File: config.mk
export PLATFORM = sky130hd
export DESIGN_NAME = fixed_frame_status_receiver_unit
export DESIGN_NICKNAME = d
export VERILOG_FILES = /design/src/rtl/core/ffsr_pkg.sv /design/src/rtl/core/fixed_frame_status_receiver_unit.sv /design/src/rtl/core/ffsr_input_stage.sv /design/src/rtl/core/ffsr_frame_parser.sv /design/src/rtl/core/ffsr_output_stage.sv
export SDC_FILE = /design/constraint.sdc
export NUM_CORES = 1
export LEC_CHECK = 0
export BUFFER_PORTS_ARGS = -buffer_cell sky130_fd_sc_hd__buf_2
export CORE_MARGIN = 10
export CORE_UTILIZATION = 55
export DETAILED_ROUTE_END_ITERATION = 7
export GPL_TIMING_DRIVEN = 0
export PLACE_DENSITY_LB_ADDON = 0.1
export SYNTH_ARGS = -nofsm -noshare
export SYNTH_HDL_FRONTEND = slang
export SYNTH_SLANG_ARGS = --single-unit
File: constraint.sdc
create_clock -name clk -period 15.69 [get_ports clk]
set_clock_uncertainty 0.2 [all_clocks]
set_input_delay 4.707 -clock clk [delete_from_list [all_inputs] [get_ports clk]]
set_output_delay 4.707 -clock clk [all_outputs]
set_load 0.01 [all_outputs]
File: src/rtl/core/ffsr_pkg.sv
`timescale 1ns / 1ps
`default_nettype none
// ----------------------------------------------------------------------------
// ffsr_pkg
// Shared types, constants and the header pattern of the status frame receiver.
// ----------------------------------------------------------------------------
package ffsr_pkg;

    localparam int FRAME_LEN   = 38;
    localparam int SUM_LEN     = 35;
    localparam int HDR_LEN     = 8;
    localparam int TIME_FIRST  = 8;
    localparam int WORD_FIRST  = 11;
    localparam int NUM_TIME    = 3;
    localparam int NUM_WORDS   = 6;
    localparam int NUM_VBYTES  = NUM_WORDS * 4;
    localparam int POS_W       = 6;
    localparam int VIDX_W      = 5;
    localparam int RESULT_BITS = 2 + 3 * 8 + NUM_WORDS * 32;
    localparam int TDATA_W     = ((RESULT_BITS + 7) / 8) * 8;
    localparam int PAD_W       = TDATA_W - RESULT_BITS;

    typedef logic [POS_W-1:0] pos_t;

    typedef enum logic [1:0] {
        STATUS_OK       = 2'd0,
        STATUS_HEADER   = 2'd1,
        STATUS_CHECKSUM = 2'd2
    } status_t;

    // lowest field in the lowest bits, same layout as the output word
    typedef struct packed {
        logic [PAD_W-1:0] pad;
        logic [31:0]      voltage_bits;
        logic [31:0]      current_bits;
        logic [31:0]      percent_bits;
        logic [31:0]      used_bits;
        logic [31:0]      capacity_bits;
        logic [31:0]      total_bits;
        logic [7:0]       seconds;
        logic [7:0]       minutes;
        logic [7:0]       hours;
        status_t          frame_status;
    } result_t;

    typedef struct packed {
        logic step;
        logic last;
    } step_ctrl_t;

    function automatic logic [7:0] hdr_char(input logic [2:0] idx);
        logic [7:0] c;
        unique case (idx)
            3'd0:    c = 8'h24; // '$'
            3'd1:    c = 8'h41; // 'A'
            3'd2:    c = 8'h55; // 'U'
            3'd3:    c = 8'h56; // 'V'
            3'd4:    c = 8'h32; // '2'
            default: c = 8'h30; // '0'
        endcase
        return c;
    endfunction

endpackage
`default_nettype wire

File: src/rtl/core/fixed_frame_status_receiver_unit.sv
`timescale 1ns / 1ps
`default_nettype none
// result path: the last byte of a frame passes the input register, then loads the result
// register once that has room; m_tvalid comes straight from the result register
// throughput: one byte per cycle sustained; only the last byte of a frame waits on the
// result register, everything else streams through the input register and parser
// reset: rst_n async low clears the byte count, checks and valid flags; captured fields
// are not reset and are always rewritten before a frame result uses them
// ----------------------------------------------------------------------------
// fixed_frame_status_receiver_unit
// Cuts received bytes into fixed 38-byte status frames and emits one checked
// result word per frame.
// ----------------------------------------------------------------------------
module fixed_frame_status_receiver_unit (
    input  wire logic                    clk,
    input  wire logic                    rst_n,
    input  wire logic                    s_tvalid,
    output logic                         s_tready,
    input  wire logic [7:0]              s_tdata,   // rx_byte
    output logic                         m_tvalid,
    input  wire logic                    m_tready,
    // frame_status, hours, minutes, seconds, total_bits, capacity_bits,
    // used_bits, percent_bits, current_bits, voltage_bits, zero pad
    output logic [ffsr_pkg::TDATA_W-1:0] m_tdata
);
    import ffsr_pkg::*;

    logic       byte_valid;
    logic [7:0] rx_byte;
    logic       last;
    logic       room;
    result_t    result;
    step_ctrl_t ctrl;

    // the last byte of a frame only moves when the result register is free
    assign ctrl.step = byte_valid && (!last || room);
    assign ctrl.last = last;

    ffsr_input_stage u_in (
        .clk        (clk),
        .rst_n      (rst_n),
        .s_tvalid   (s_tvalid),
        .s_tready   (s_tready),
        .s_tdata    (s_tdata),
        .drain      (ctrl.step),
        .byte_valid (byte_valid),
        .rx_byte    (rx_byte)
    );

    ffsr_frame_parser u_parse (
        .clk     (clk),
        .rst_n   (rst_n),
        .step    (ctrl.step),
        .rx_byte (rx_byte),
        .last    (last),
        .result  (result)
    );

    ffsr_output_stage u_out (
        .clk      (clk),
        .rst_n    (rst_n),
        .ctrl     (ctrl),
        .result   (result),
        .room     (room),
        .m_tvalid (m_tvalid),
        .m_tready (m_tready),
        .m_tdata  (m_tdata)
    );

`ifndef SYNTHESIS
    a_load_shows: assert property (@(posedge clk) disable iff (!rst_n)
        ctrl.step && ctrl.last |=> m_tvalid)
        else $error("frame result not presented");

    a_no_overwrite: assert property (@(posedge clk) disable iff (!rst_n)
        m_tvalid && !m_tready |-> !(ctrl.step && ctrl.last))
        else $error("pending result overwritten");

    a_stall_holds: assert property (@(posedge clk) disable iff (!rst_n)
        byte_valid && !ctrl.step |-> !s_tready)
        else $error("input taken while stage blocked");
`endif

endmodule
`default_nettype wire

File: src/rtl/core/ffsr_input_stage.sv
`timescale 1ns / 1ps
`default_nettype none
// ----------------------------------------------------------------------------
// ffsr_input_stage
// Input register for received bytes, refilled in the cycle it drains.
// ----------------------------------------------------------------------------
module ffsr_input_stage (
    input  wire logic       clk,
    input  wire logic       rst_n,
    input  wire logic       s_tvalid,
    output logic            s_tready,
    input  wire logic [7:0] s_tdata,   // rx_byte
    input  wire logic       drain,
    output logic            byte_valid,
    output logic [7:0]      rx_byte
);
    import ffsr_pkg::*;

    logic       valid_reg;
    logic       valid_next;
    logic [7:0] byte_reg;

    assign s_tready   = !valid_reg || drain;
    assign valid_next = (valid_reg && !drain) || s_tvalid;

    always_ff @(posedge clk or negedge rst_n)
    begin
        if (!rst_n)
        begin
            valid_reg <= 1'b0;
        end
        else if (s_tready)
        begin
            valid_reg <= valid_next;
        end
    end

    always_ff @(posedge clk)
    begin
        if (s_tvalid && s_tready)
        begin
            byte_reg <= s_tdata;
        end
    end

    assign byte_valid = valid_reg;
    assign rx_byte    = byte_reg;

endmodule
`default_nettype wire

File: src/rtl/core/ffsr_frame_parser.sv
`timescale 1ns / 1ps
`default_nettype none
// ----------------------------------------------------------------------------
// ffsr_frame_parser
// Byte counter, header and checksum checks and field capture for one frame.
// ----------------------------------------------------------------------------
module ffsr_frame_parser (
    input  wire logic         clk,
    input  wire logic         rst_n,
    input  wire logic         step,
    input  wire logic [7:0]   rx_byte,
    output logic              last,
    output ffsr_pkg::result_t result
);
    import ffsr_pkg::*;

    pos_t       pos_reg;
    pos_t       pos_next;
    logic       header_good_reg;
    logic       header_good_next;
    logic [7:0] sum_reg;
    logic [7:0] sum_next;
    logic       checksum_good_reg;
    logic       checksum_good_next;

    logic [7:0] time_reg [NUM_TIME];
    logic [7:0] vbyte_reg [NUM_VBYTES];

    logic              in_hdr;
    logic              in_time;
    logic              in_words;
    logic              at_sum;
    logic [POS_W-1:0]  voff;
    logic [VIDX_W-1:0] vidx;
    logic [1:0]        tidx;

    assign in_hdr   = pos_reg < POS_W'(HDR_LEN);
    assign in_time  = !in_hdr && (pos_reg < POS_W'(WORD_FIRST));
    assign in_words = (pos_reg >= POS_W'(WORD_FIRST)) && (pos_reg < POS_W'(SUM_LEN));
    assign at_sum   = pos_reg == POS_W'(SUM_LEN);
    assign last     = pos_reg >= POS_W'(FRAME_LEN - 1);
    assign voff     = pos_reg - POS_W'(WORD_FIRST);
    assign vidx     = voff[VIDX_W-1:0];
    assign tidx     = 2'(pos_reg - POS_W'(TIME_FIRST));

    always_comb
    begin
        pos_next           = pos_reg + POS_W'(1);
        header_good_next   = header_good_reg;
        sum_next           = sum_reg;
        checksum_good_next = checksum_good_reg;
        if (in_hdr && (rx_byte != hdr_char(pos_reg[2:0])))
        begin
            header_good_next = 1'b0;
        end
        if (at_sum)
        begin
            checksum_good_next = rx_byte == 8'(8'd0 - sum_reg);
        end
        if (pos_reg < POS_W'(SUM_LEN))
        begin
            sum_next = sum_reg + rx_byte;
        end
        if (last)
        begin
            pos_next           = '0;
            header_good_next   = 1'b1;
            sum_next           = '0;
            checksum_good_next = 1'b0;
        end
    end

    always_ff @(posedge clk or negedge rst_n)
    begin
        if (!rst_n)
        begin
            pos_reg           <= '0;
            header_good_reg   <= 1'b1;
            sum_reg           <= '0;
            checksum_good_reg <= 1'b0;
        end
        else if (step)
        begin
            pos_reg           <= pos_next;
            header_good_reg   <= header_good_next;
            sum_reg           <= sum_next;
            checksum_good_reg <= checksum_good_next;
        end
    end

    always_ff @(posedge clk)
    begin
        if (step && in_time)
        begin
            time_reg[tidx] <= rx_byte;
        end
        if (step && in_words)
        begin
            vbyte_reg[vidx] <= rx_byte;
        end
    end

    // header fault wins over checksum fault
    always_comb
    begin
        result.pad           = '0;
        result.frame_status  = !header_good_reg   ? STATUS_HEADER :
                               !checksum_good_reg ? STATUS_CHECKSUM : STATUS_OK;
        result.hours         = time_reg[0];
        result.minutes       = time_reg[1];
        result.seconds       = time_reg[2];
        result.total_bits    = {vbyte_reg[3],  vbyte_reg[2],  vbyte_reg[1],  vbyte_reg[0]};
        result.capacity_bits = {vbyte_reg[7],  vbyte_reg[6],  vbyte_reg[5],  vbyte_reg[4]};
        result.used_bits     = {vbyte_reg[11], vbyte_reg[10], vbyte_reg[9],  vbyte_reg[8]};
        result.percent_bits  = {vbyte_reg[15], vbyte_reg[14], vbyte_reg[13], vbyte_reg[12]};
        result.current_bits  = {vbyte_reg[19], vbyte_reg[18], vbyte_reg[17], vbyte_reg[16]};
        result.voltage_bits  = {vbyte_reg[23], vbyte_reg[22], vbyte_reg[21], vbyte_reg[20]};
    end

`ifndef SYNTHESIS
    a_pos_range: assert property (@(posedge clk) disable iff (!rst_n)
        pos_reg < POS_W'(FRAME_LEN))
        else $error("frame position out of range");

    a_wrap: assert property (@(posedge clk) disable iff (!rst_n)
        step && last |=> (pos_reg == '0) && header_good_reg && (sum_reg == '0))
        else $error("frame state not restarted after last byte");

    a_hdr_fresh: assert property (@(posedge clk) disable iff (!rst_n)
        (pos_reg == '0) |-> header_good_reg && !checksum_good_reg)
        else $error("stale check flags at frame start");
`endif

endmodule
`default_nettype wire

File: src/rtl/core/ffsr_output_stage.sv
`timescale 1ns / 1ps
`default_nettype none
// ----------------------------------------------------------------------------
// ffsr_output_stage
// Result register holding one finished frame word until it is taken.
// ----------------------------------------------------------------------------
module ffsr_output_stage (
    input  wire logic                            clk,
    input  wire logic                            rst_n,
    input  wire ffsr_pkg::step_ctrl_t            ctrl,
    input  wire ffsr_pkg::result_t               result,
    output logic                                 room,
    output logic                                 m_tvalid,
    input  wire logic                            m_tready,
    // frame_status, hours, minutes, seconds, total_bits, capacity_bits,
    // used_bits, percent_bits, current_bits, voltage_bits, zero pad
    output logic [ffsr_pkg::TDATA_W-1:0]         m_tdata
);
    import ffsr_pkg::*;

    logic    valid_reg;
    logic    valid_next;
    logic    load;
    result_t data_reg;

    assign room       = !valid_reg || m_tready;
    assign load       = ctrl.step && ctrl.last;
    assign valid_next = load || (valid_reg && !m_tready);

    always_ff @(posedge clk or negedge rst_n)
    begin
        if (!rst_n)
        begin
            valid_reg <= 1'b0;
        end
        else
        begin
            valid_reg <= valid_next;
        end
    end

    always_ff @(posedge clk)
    begin
        if (load)
        begin
            data_reg <= result;
        end
    end

    assign m_tvalid = valid_reg;
    assign m_tdata  = data_reg;

endmodule
`default_nettype wire

### Word-level counts from Yosys, hierarchy flattened

Memory sizes are Yosys's and may differ from the RTL's. A register that Yosys moved wholly into a read port is not among the register bits.
Cells that the tools add are included.

* bits in writable memories: 216
* bits in registers: 28
* memories kept: 2
* bits of input ports: 12
* logic and storage cells: 68
* output and inout port bits: 226

Memories
* u_parse.vbyte_reg: depth 24, width 8, read ports 24, clocked after Yosys merged registers in 24, write ports 1, line ffsr_frame_parser.sv:27 `logic [7:0] vbyte_reg [NUM_VBYTES];`
* u_parse.time_reg: depth 3, width 8, read ports 3, clocked after Yosys merged registers in 3, write ports 1, line ffsr_frame_parser.sv:26 `logic [7:0] time_reg [NUM_TIME];`

* reductions and logical operators: 28
* $lt $le $gt $ge: 5
* $add $sub $neg: 5
* eq/ne operators: 7
* mux-type cells: 13

Operators with widths (number)
* one-hot mux 7 bit (5 select lines): 1
* two-way mux 8 bit: 2
* < comparator 6 x 4 -> 1 bit, second input constant: 2
* logical AND 1 bit: 10
* adder 8 bit: 1
* equality test 8 bit: 1
* two-way mux 1 bit: 8
* inequality test 8 x 7 -> 1 bit: 1
* subtractor 1 x 8 -> 8 bit, first input constant: 1
* adder 6 x 1 -> 6 bit, second input constant: 1
* equality test 3 x 2 -> 1 bit, second input constant: 2
* equality test 6 bit, second input constant: 1
* >= comparator 6 x 4 -> 1 bit, second input constant: 1
* >= comparator 6 bit, second input constant: 1
* zero test 1 bit: 6
* < comparator 6 bit, second input constant: 1
* two-way mux 6 bit: 1
* AND reduction 2 bit: 3
* nonzero test 2 bit: 3
* logical OR 1 bit: 5
* subtractor 5 x 4 -> 5 bit, second input constant: 1
* equality test 3 x 1 -> 1 bit, second input constant: 1
* equality test 3 bit, second input constant: 1
* zero test 3 bit: 1
* 2 further kinds: 2

### Depth between registers and ports, before layout

Gate-level depths: netlist (run 1).

* depth in word-level cells: 7
* depth in mapped cells: 8
* mapped depth without buffers: 7

### By module

Synthesis (run 1) repeated with hierarchy kept, for this count alone.

* cells, all modules: 696
* area total of the unflattened synthesis: 15424.8 µm²

By module, submodules not included
* ffsr_frame_parser: area an instance 8331.7 µm², sequential area each 6887.9 µm², instances 1, cells an instance 454
* ffsr_output_stage: area an instance 6787.8 µm², sequential area each 6751.5 µm², instances 1, cells an instance 228
* ffsr_input_stage: area an instance 294.0 µm², sequential area each 265.3 µm², instances 1, cells an instance 12
* fixed_frame_status_receiver_unit: area an instance 11.3 µm², sequential area each 0.0 µm², instances 1, cells an instance 2

### Least setup slack after synthesis (run 1)

Ideal clock, no wire load.

* path type: in2out
* start: input m_tready
* end: output s_tready
* cell stages on the path: 2
* path slack: 5439 ps
* arrival time: 5344 ps
* required time: 10783 ps
* cells stage by stage: nand2b_1 -> or3b_2

* word-level cells in the longest chain between the ends: 4

Ends and longest elaborated chain
* start, declared: line fixed_frame_status_receiver_unit.sv:21 `input wire logic m_tready,`
* logical OR 1 bit: line ffsr_output_stage.sv:26 `assign room = !valid_reg || m_tready;`
* logical OR 1 bit: line fixed_frame_status_receiver_unit.sv:36 `assign ctrl.step = byte_valid && (!last || room);`
* logical AND 1 bit: line fixed_frame_status_receiver_unit.sv:36
* logical OR 1 bit: line ffsr_input_stage.sv:23 `assign s_tready = !valid_reg || drain;`
* end, declared: line fixed_frame_status_receiver_unit.sv:18 `output logic s_tready,`

Every way passes these cells.

### Worst setup path in the final report (run 1)

Ends and elaborated chain as after synthesis.

==> results of run 1 <==
## power by group
group          total, mW  switching [mW]  internal [mW]
Combinational      0.418           0.265          0.153
Clock               1.01           0.422          0.591
Sequential          1.53          0.0583           1.47
Total               2.96           0.746           2.22
## metrics by stage
step	power, mW	std cells	util, %	instance area (sq um)	setup slack, ns
detailed placement	1.98	1314	63.2	17100	5.11
CTS	2.99	1394	68.4	18500	5.10
global route	3.09	1395	68.5	18600	5.06
finish	2.96	1395	68.5	18600	5.11
floorplan	1.82	701	-	15300	5.44
global placement	1.98	1304	62.3	16900	3.51
## layer usage
| metal | global-route usage, % | share of wire (%) |
|---|---|---|
| met3 | 4.25 | 6.9 |
| met2 | 28.0 | 48 |
| met1 | 22.5 | 43 |
| met5 | 0 | 0 |
| met4 | 4.19 | 1.8 |
## synth_stat cells, drive strengths merged, types with 4 or more instances
cell type	instances	area share (%)
edfxtp	442	87
nor2	35	0.86
o21ai	23	0.76
dfrtp	17	2.8
nand2	17	0.42
ha	15	1.2
inv	12	0.30
xor2	11	0.63
nand3	10	0.33
a21oi	9	0.30
xnor2	9	0.52
clkbuf	8	0.20
buf	7	0.37
nand2b	7	0.29
and2	6	0.25
nor3	6	0.20
o211ai	5	0.25
a21o	4	0.20
mux2i	4	0.26
nor2b	4	0.16
nor4	4	0.16
## final cells by class
cell class	instances	area, sq um	share of cell area, %
flip-flops and latches	460	13700	74.0
repair buffers	242	1420	7.66
multi-input cells	214	1400	7.53
clock buffers	48	1140	6.13
well taps	372	465	2.51
clock inverters	32	274	1.48
plain buffers	15	86.3	0.465
inverters	12	52.6	0.283
## cells by family (layout without fill, tap and decap cells)
group / Yosys count / after routing / share of synthesized area, %
other cells: 1 / 6 / 0.0246
mux: 4 / 4 / 0.263
compound gates: 60 / 60 / 2.61
simple gates: 108 / 108 / 3.64
flops: 460 / 460 / 90.1
xor+xnor: 20 / 20 / 1.15
buf+inv: 27 / 349 / 0.862
fa+ha+maj: 16 / 16 / 1.36
## worst paths after layout
path,start,cells past startpoint,end
min,u_parse.vbyte_reg[21][6]$_DFFE_PP_,0,m_tdata[200]$_DFFE_PP_
min in group asynchronous,rst_n,1,u_parse.sum_reg[3]$_DFFE_PN0P_
max reg2reg,u_parse.pos_reg[1]$_DFFE_PN0P_,8,m_tdata[207]$_DFFE_PP_
max,m_tready,4,s_tready
max in group asynchronous,rst_n,1,u_parse.header_good_reg$_DFFE_PN1P_
min reg2reg,u_parse.vbyte_reg[21][6]$_DFFE_PP_,0,m_tdata[200]$_DFFE_PP_
## worst max-delay path, cell delays in order
cell and delay (ns):
sky130_fd_sc_hd__buf_2 0.11, sky130_fd_sc_hd__nand2b_1 0.17, sky130_fd_sc_hd__or3b_2 0.51, sky130_fd_sc_hd__buf_2 0.17
==> load_flow_metrics.sql, run 1 <==
INSERT INTO impl_metrics (metric_group, metric, value, unit) VALUES
('run_status', 'status', 'finished clean', ''),
('sta', 'timing.slew.headroom', '38.2', '%'),
('worst_setup_path', 'critPathArrivalTime', '5.67', 'ns'),
('clock_network', 'post-cts-setup-buffers', '0', ''),
('grt', 'globalRoute.totalOverflow', '0', ''),
('worst_setup_path', 'worst_setup_path_start_kind', 'input port', ''),
('clock_network', 'clock_tree.root_cell', 'sky130_fd_sc_hd__clkbuf_16', ''),
('yosys', 'synth_enable_flop_cells', '442', ''),
('drt', 'finalWirelength', '30.2', 'mm'),
('clock_network', 'cts.clk_slew.worst_paths', '0.06', 'ns'),
('drt', 'route.vias.total', '7171', ''),
('grt', 'largest_net_degree_at_the_start_of_global_routing', '135', ''),
('layout', 'layout-drive-gt1-share', '32.3', '%'),
('power_and_ir_drop', 'power_density', '160', 'nW/um^2'),
('grt', 'via_count_of_the_first_global_routing_pass', '7261', ''),
('drt', 'drt_first_pass_iters', '4', ''),
('worst_setup_path', 'reg2reg_slack', '11.80', 'ns'),
('yosys', 'synth_seq_area_share', '90.1', '%'),
('clock_network', 'htree_num_levels', '2', ''),
('clock_network', 'cts.hold.buffers_added', '0', ''),
('clock_network', 'cts_sinks', '460', ''),
('sta', 'fin_crit_sh', '67.4', '%'),
('layout', 'n_antenna_cell', '0', ''),
('sta', 'timing.hold.ws', '0.210', 'ns'),
('layout', 'number_of_flip_flops_in_the_largest_register', '216', ''),
('sta', 'finalSetupTns', '0', 'ns'),
('sta', 'final_hold_viol_count', '0', ''),
('die', 'dieWidth', '186', 'microns'),
('clock_network', 'worst_skew_pair.late_latency', '0.53', 'ns'),
('die', 'die_h', '186', 'microns'),
('yosys', 'ys.flop_type', 'sky130_fd_sc_hd__edfxtp_1', ''),
('placement', 'placement.io_buffers', '231', ''),
('placement', 'routability_congestion', '0.787', ''),
('grt', 'grt_util_all_layers', '17.1', '%'),
('worst_setup_path', 'kind_of_capture_point_of_the_worst_setup_path', 'output port', ''),
('yosys', 'ys_types', '52', ''),
('layout', 'filler_cell_count', '1772', ''),
('drt', 'drc', '0', ''),
('run', 'cap_violations', '0', ''),
('yosys', 'synth_cells', '696', ''),
('yosys', 'number_of_warning_messages_in_the_yosys_log', '0', ''),
('clock_network', 'cts_made_buffers', '43', ''),
('drt', 'violation_count_after_the_first_detailed_route_iteration', '423', ''),
('clock_network', 'ctsResizeCount', '0', ''),
('worst_setup_path', 'path_class', 'in -> out', ''),
('yosys', 'syn-mean-instance-area', '21.9', 'sq um'),
('die', 'fp.dieArea', '34800', 'sq um'),
('die', 'design.core.area', '27100', 'sq um'),
('sta', 'tightestPinTransition', '0.927', 'ns'),
('power_and_ir_drop', 'ir_drop', '0.109', 'mV'),
('layout', 'syn2layout_area_growth', '21.8', '%'),
('sta', 'final_number_of_setup_violating_endpoints', '0', ''),
('worst_setup_path', 'data_required_time_of_the_critical_path', '10.78', 'ns'),
('yosys', 'post_synth_instance_area', '15200', 'sq um'),
('die', 'initial_utilization', '56.2', '%'),
('sta', 'max_freq', '94.5', 'MHz'),
('drt', 'antenna_viol_nets_final', '0', ''),
('clock_network', 'tritoncts', 'yes', ''),
('yosys', 'synth-seq-cells', '460', ''),
('die', 'core.rowCount', '60', ''),
('placement', 'place.detailed.hpwl', '19.7', 'mm'),
('sta', 'setup_repair_after_global_routing_missed_its_margin', 'no', ''),
('power_and_ir_drop', 'p_leak', '6.60', 'nW'),
('layout', 'layout.cells.most_common_list', '442 x sky130_fd_sc_hd__edfxtp_1, 231 x sky130_fd_sc_hd__buf_2, 45 x sky130_fd_sc_hd__clkbuf_16', ''),
('layout', 'final_common_cell', 'sky130_fd_sc_hd__edfxtp_1', ''),
('sta', 'timing.final.crit_period', '10.58', 'ns'),
('grt', 'first_pass_grt_wire_length', '45.8', 'mm'),
('layout', 'final_net_count', '1016', ''),
('clock_network', 'clock_path_buffers', '3', ''),
('die', 'top_level_ports', '238', ''),
('grt', 'grt_antenna_before_repair', '0', ''),
('sta', 'maxSlewViolCount', '0', ''),
('drt', 'routed_wire_length_per_instance', '21.7', 'microns'),
('worst_hold_path', 'min-delay-path-class', 'reg -> reg', ''),
('worst_setup_path', 'crit_path_max_fanout', '3', ''),
('drt', 'avgViaCountPerCell', '5.14', ''),
('yosys', 'async_reset_ff_share', '3.91', '%');
No activity file was read; power rests on OpenSTA's default activity.
==> run 2, diff against run 1 <==
--- a/config.mk
+++ b/config.mk
@@ -5,6 +5,7 @@
 export SDC_FILE = /design/constraint.sdc
 export NUM_CORES = 1
 export LEC_CHECK = 0
+export ABC_AREA = 1
 export BUFFER_PORTS_ARGS = -buffer_cell sky130_fd_sc_hd__buf_2
 export CORE_MARGIN = 10
 export CORE_UTILIZATION = 55
==> constraint.sdc (replaced) <==
create_clock -name clk -period 10.85 [get_ports clk]
set_clock_uncertainty 0.2 [all_clocks]
set_input_delay 3.255 -clock clk [delete_from_list [all_inputs] [get_ports clk]]
set_output_delay 3.255 -clock clk [all_outputs]
set_load 0.01 [all_outputs]
==> load_flow_metrics.sql, run 2 <==
INSERT INTO impl_metrics (metric_group, metric, value, unit) VALUES
('yosys', 'number_of_warning_messages_in_the_yosys_log', '0', ''),
('grt', 'grt_util_all_layers', '16.9', '%'),
('run', 'cap_violations', '0', ''),
('sta', 'timing.slew.headroom', '32.0', '%'),
('layout', 'final_net_count', '1055', ''),
('clock_network', 'post-cts-setup-buffers', '0', ''),
('die', 'dieWidth', '187', 'microns'),
('worst_setup_path', 'worst_setup_path_start_kind', 'input port', ''),
('power_and_ir_drop', 'power_density', '230', 'nW/um^2'),
('grt', 'grt_antenna_before_repair', '0', ''),
('yosys', 'yosysTopAreaCell', 'sky130_fd_sc_hd__edfxtp_1', ''),
('drt', 'avgViaCountPerCell', '4.99', ''),
('worst_setup_path', 'critical_path_buf_inv_count', '3', ''),
('sta', 'fin_crit_sh', '66.7', '%'),
('yosys', 'syn-mean-instance-area', '20.8', 'sq um'),
('worst_setup_path', 'data_required_time_of_the_critical_path', '7.40', 'ns'),
('drt', 'drt_first_pass_iters', '5', ''),
('worst_setup_path', 'timing.rr.start', 'u_parse.pos_reg[1]$_DFFE_PN0P_', ''),
('clock_network', 'cts_made_buffers', '44', ''),
('sta', 'tightestPinTransition', '1.02', 'ns'),
('yosys', 'synth_cells', '732', ''),
('sta', 'maxSlewViolCount', '0', ''),
('sta', 'max_freq', '138', 'MHz'),
('sta', 'final_hold_viol_count', '0', ''),
('clock_network', 'worst_skew_pair.late_latency', '0.54', 'ns'),
('worst_setup_path', 'path_class', 'in -> out', ''),
('worst_setup_path', 'reg2reg_to', 'm_tdata[160]$_DFFE_PP_', ''),
('yosys', 'synth.top_cells.by_count', '442 x sky130_fd_sc_hd__edfxtp_1, 63 x sky130_fd_sc_hd__nand2_1, 45 x sky130_fd_sc_hd__nor2_1, 33 x sky130_fd_sc_hd__inv_1, 27 x sky130_fd_sc_hd__nand3_1', ''),
('die', 'top_level_ports', '238', ''),
('worst_setup_path', 'worst_path_dominant_cell_family', 'buffers and inverters', ''),
('worst_setup_path', 'setup.worst_path.end', 's_tready', ''),
('worst_setup_path', 'crit_path_max_fanout', '3', ''),
('sta', 'timing.final.crit_period', '7.24', 'ns'),
('worst_setup_path', 'kind_of_capture_point_of_the_worst_setup_path', 'output port', ''),
('placement', 'place.detailed.hpwl', '20.0', 'mm'),
('clock_network', 'cts_sinks', '460', ''),
('yosys', 'ys.flop_type', 'sky130_fd_sc_hd__edfxtp_1', ''),
('yosys', 'async_reset_ff_share', '3.91', '%'),
('drt', 'route.vias.total', '7132', ''),
('placement', 'preCtsSetupSlack', '3.60', 'ns'),
('worst_setup_path', 'critPathArrivalTime', '3.79', 'ns'),
('layout', 'filler_cell_count', '1806', ''),
('worst_hold_path', 'min-delay-path-class', 'reg -> reg', ''),
('grt', 'first_pass_grt_wire_length', '45.0', 'mm'),
('clock_network', 'cts.clk_slew.worst_paths', '0.06', 'ns'),
('die', 'core.rowCount', '60', ''),
('yosys', 'synth-seq-cells', '460', ''),
('worst_setup_path', 'worst_setup_path_startpoint', 'm_tready', ''),
('yosys', 'synthTopCellsByArea', 'sky130_fd_sc_hd__edfxtp_1 87%, sky130_fd_sc_hd__dfrtp_1 2.8%, sky130_fd_sc_hd__nand2_1 1.6%', ''),
('die', 'die_h', '187', 'microns'),
('drt', 'antenna_viol_nets_final', '0', ''),
('placement', 'routability_congestion', '0.807', ''),
('sta', 'fin_ws', '3.61', 'ns'),
('drt', 'violation_count_after_the_first_detailed_route_iteration', '544', ''),
('worst_setup_path', 'worstPathCellList', 'buf_2 -> inv_1 -> nand4_1 -> buf_2', ''),
('clock_network', 'htree_num_levels', '2', ''),
('die', 'fp.dieArea', '34800', 'sq um'),
('sta', 'setup_repair_after_global_routing_missed_its_margin', 'no', ''),
('die', 'design.core.area', '27100', 'sq um'),
('sta', 'final_number_of_setup_violating_endpoints', '0', ''),
('clock_network', 'tritoncts', 'yes', ''),
('sta', 'timing.hold.ws', '0.207', 'ns'),
('grt', 'via_count_of_the_first_global_routing_pass', '7180', ''),
('grt', 'globalRoute.totalOverflow', '0', ''),
('worst_setup_path', 'cpMaxStageDelayCell', 'sky130_fd_sc_hd__buf_2', ''),
('layout', 'layout.cells.most_common_list', '442 x sky130_fd_sc_hd__edfxtp_1, 232 x sky130_fd_sc_hd__buf_2, 63 x sky130_fd_sc_hd__nand2_1', ''),
('power_and_ir_drop', 'design_power_total', '4.25', 'mW'),
('layout', 'syn2layout_area_growth', '21.3', '%'),
('layout', 'final_common_cell', 'sky130_fd_sc_hd__edfxtp_1', ''),
('worst_setup_path', 'critical-path-top-cell-by-count', 'sky130_fd_sc_hd__buf_2', ''),
('yosys', 'post_synth_instance_area', '15200', 'sq um'),
('grt', 'largest_net_degree_at_the_start_of_global_routing', '134', ''),
('yosys', 'synth_enable_flop_cells', '442', ''),
('power_and_ir_drop', 'ir_drop', '0.163', 'mV'),
('yosys', 'synth.most_common_cell', 'sky130_fd_sc_hd__edfxtp_1', ''),
('die', 'initial_utilization', '56.3', '%'),
('worst_setup_path', 'slowest_delay', '0.18', 'ns'),
('clock_network', 'ctsResizeCount', '0', ''),
('run_status', 'status', 'finished clean', ''),
('yosys', 'synth_seq_area_share', '90.0', '%'),
('worst_setup_path', 'timing.reg2reg.worst_path_depth', '10', ''),
('drt', 'finalWirelength', '30.1', 'mm'),
('placement', 'dp_cells', '1351', ''),
('worst_setup_path', 'reg2reg_slack', '7.47', 'ns'),
('clock_network', 'cts.hold.buffers_added', '0', ''),
('drt', 'drc', '0', ''),
('layout', 'n_antenna_cell', '0', ''),
('layout', 'area_used_by_multi_input_combinational_logic', '1320', 'sq um'),
('placement', 'placement.io_buffers', '231', ''),
('power_and_ir_drop', 'p_leak', '6.75', 'nW'),
('clock_network', 'clock_tree.root_cell', 'sky130_fd_sc_hd__clkbuf_16', ''),
('clock_network', 'clock_path_buffers', '3', ''),
('yosys', 'yosys.area.top_type_share', '87.1', '%'),
('layout', 'layout-drive-gt1-share', '31.4', '%'),
('sta', 'finalSetupTns', '0', 'ns'),
('layout', 'sequential_cell_area', '13700', 'sq um'),
('layout', 'final_cells', '1430', ''),
('worst_setup_path', 'total_stage_count_of_the_critical_path', '4', ''),
('layout', 'number_of_flip_flops_in_the_largest_register', '216', ''),
('drt', 'routed_wire_length_per_instance', '21.1', 'microns'),
('yosys', 'ys_types', '38', '');
## run 2: changes by cell type in the layout (fill, tap and decap cells not counted), moves of 6 or more
cell / before / now
sky130_fd_sc_hd__inv_2: 0 / 6
sky130_fd_sc_hd__o21ai_0: 23 / 6
sky130_fd_sc_hd__and2_1: 6 / 0
sky130_fd_sc_hd__clkinv_2: 14 / 5
sky130_fd_sc_hd__o21ai_1: 0 / 7
sky130_fd_sc_hd__nor2_1: 35 / 45
sky130_fd_sc_hd__nand4_1: 2 / 8
sky130_fd_sc_hd__nand3_1: 10 / 27
sky130_fd_sc_hd__inv_1: 11 / 32
sky130_fd_sc_hd__nand2b_1: 7 / 0
sky130_fd_sc_hd__nand2_1: 17 / 63
## run 2: how the worst min path moves through the flow
| stage | start | end | slack [ns] | cells after the start |
|---|---|---|---|---|
| finish | u_parse.vbyte_reg[14][5]$_DFFE_PP_ | m_tdata[143]$_DFFE_PP_ | 0.21 | 0 |
| detailed placement | u_parse.vbyte_reg[10][0]$_DFFE_PP_ | m_tdata[106]$_DFFE_PP_ | 0.20 | 0 |
| global route | u_parse.vbyte_reg[15][2]$_DFFE_PP_ | m_tdata[148]$_DFFE_PP_ | 0.22 | 0 |
| CTS | u_parse.vbyte_reg[21][7]$_DFFE_PP_ | m_tdata[201]$_DFFE_PP_ | 0.20 | 0 |
| floorplan | u_parse.vbyte_reg[9][2]$_DFFE_PP_ | m_tdata[100]$_DFFE_PP_ | 0.20 | 0 |
| global placement | u_parse.vbyte_reg[19][5]$_DFFE_PP_ | m_tdata[183]$_DFFE_PP_ | 0.20 | 0 |
## run 2: cells by family (layout without fill, tap and decap cells)
kind of cell / Yosys count / count (layout) / share of synthesized area [%]
adder cells (fa/ha/maj): 16 / 16 / 1.36
XOR/XNOR: 16 / 16 / 0.919
AND/OR/NAND/NOR: 159 / 159 / 5.00
buffers and inverters: 49 / 370 / 1.44
other: 1 / 6 / 0.0246
AO/OA/AOI/OAI: 31 / 31 / 1.25
flip-flops: 460 / 460 / 90.0
## run 2: routing by layer
| layer | routed length [microns] | vias up | global-route usage [%] |
|---|---|---|---|
| met2 | 15100 | 234 | 28.8 |
| li1 | - | 3330 | - |
| met3 | 1770 | 46 | 3.84 |
| met1 | 12600 | 3522 | 21.4 |
| met5 | 0 | - | 0 |
| met4 | 587 | 0 | 4.96 |
## run 2: report_power, final
part / switching [mW] / leakage (nW) / total (mW) / internal [mW]
Sequential: 0.0798 / 4.21 / 2.21 / 2.13
Clock: 0.589 / 0.637 / 1.38 / 0.794
Combinational: 0.441 / 1.90 / 0.655 / 0.214
Total: 1.11 / 6.75 / 4.25 / 3.14
## run 2: per-stage QoR
stage                     area (sq um)  util [%]
after floorplan                  15300         -
after global placement           16900      62.3
after detailed placement         17100      63.2
after CTS                        18400      68.0
after global routing             18500      68.2
final                            18500      68.2
## run 2: area by class of cell
type	count	area share, %
Sequential cell	460	74.2
Tap cell	372	2.52
Clock buffer	56	6.43
Inverter	41	0.893
Timing Repair Buffer	244	7.78
Buffer	8	0.332
Multi-Input combinational cell	228	7.15
Clock inverter	21	0.683
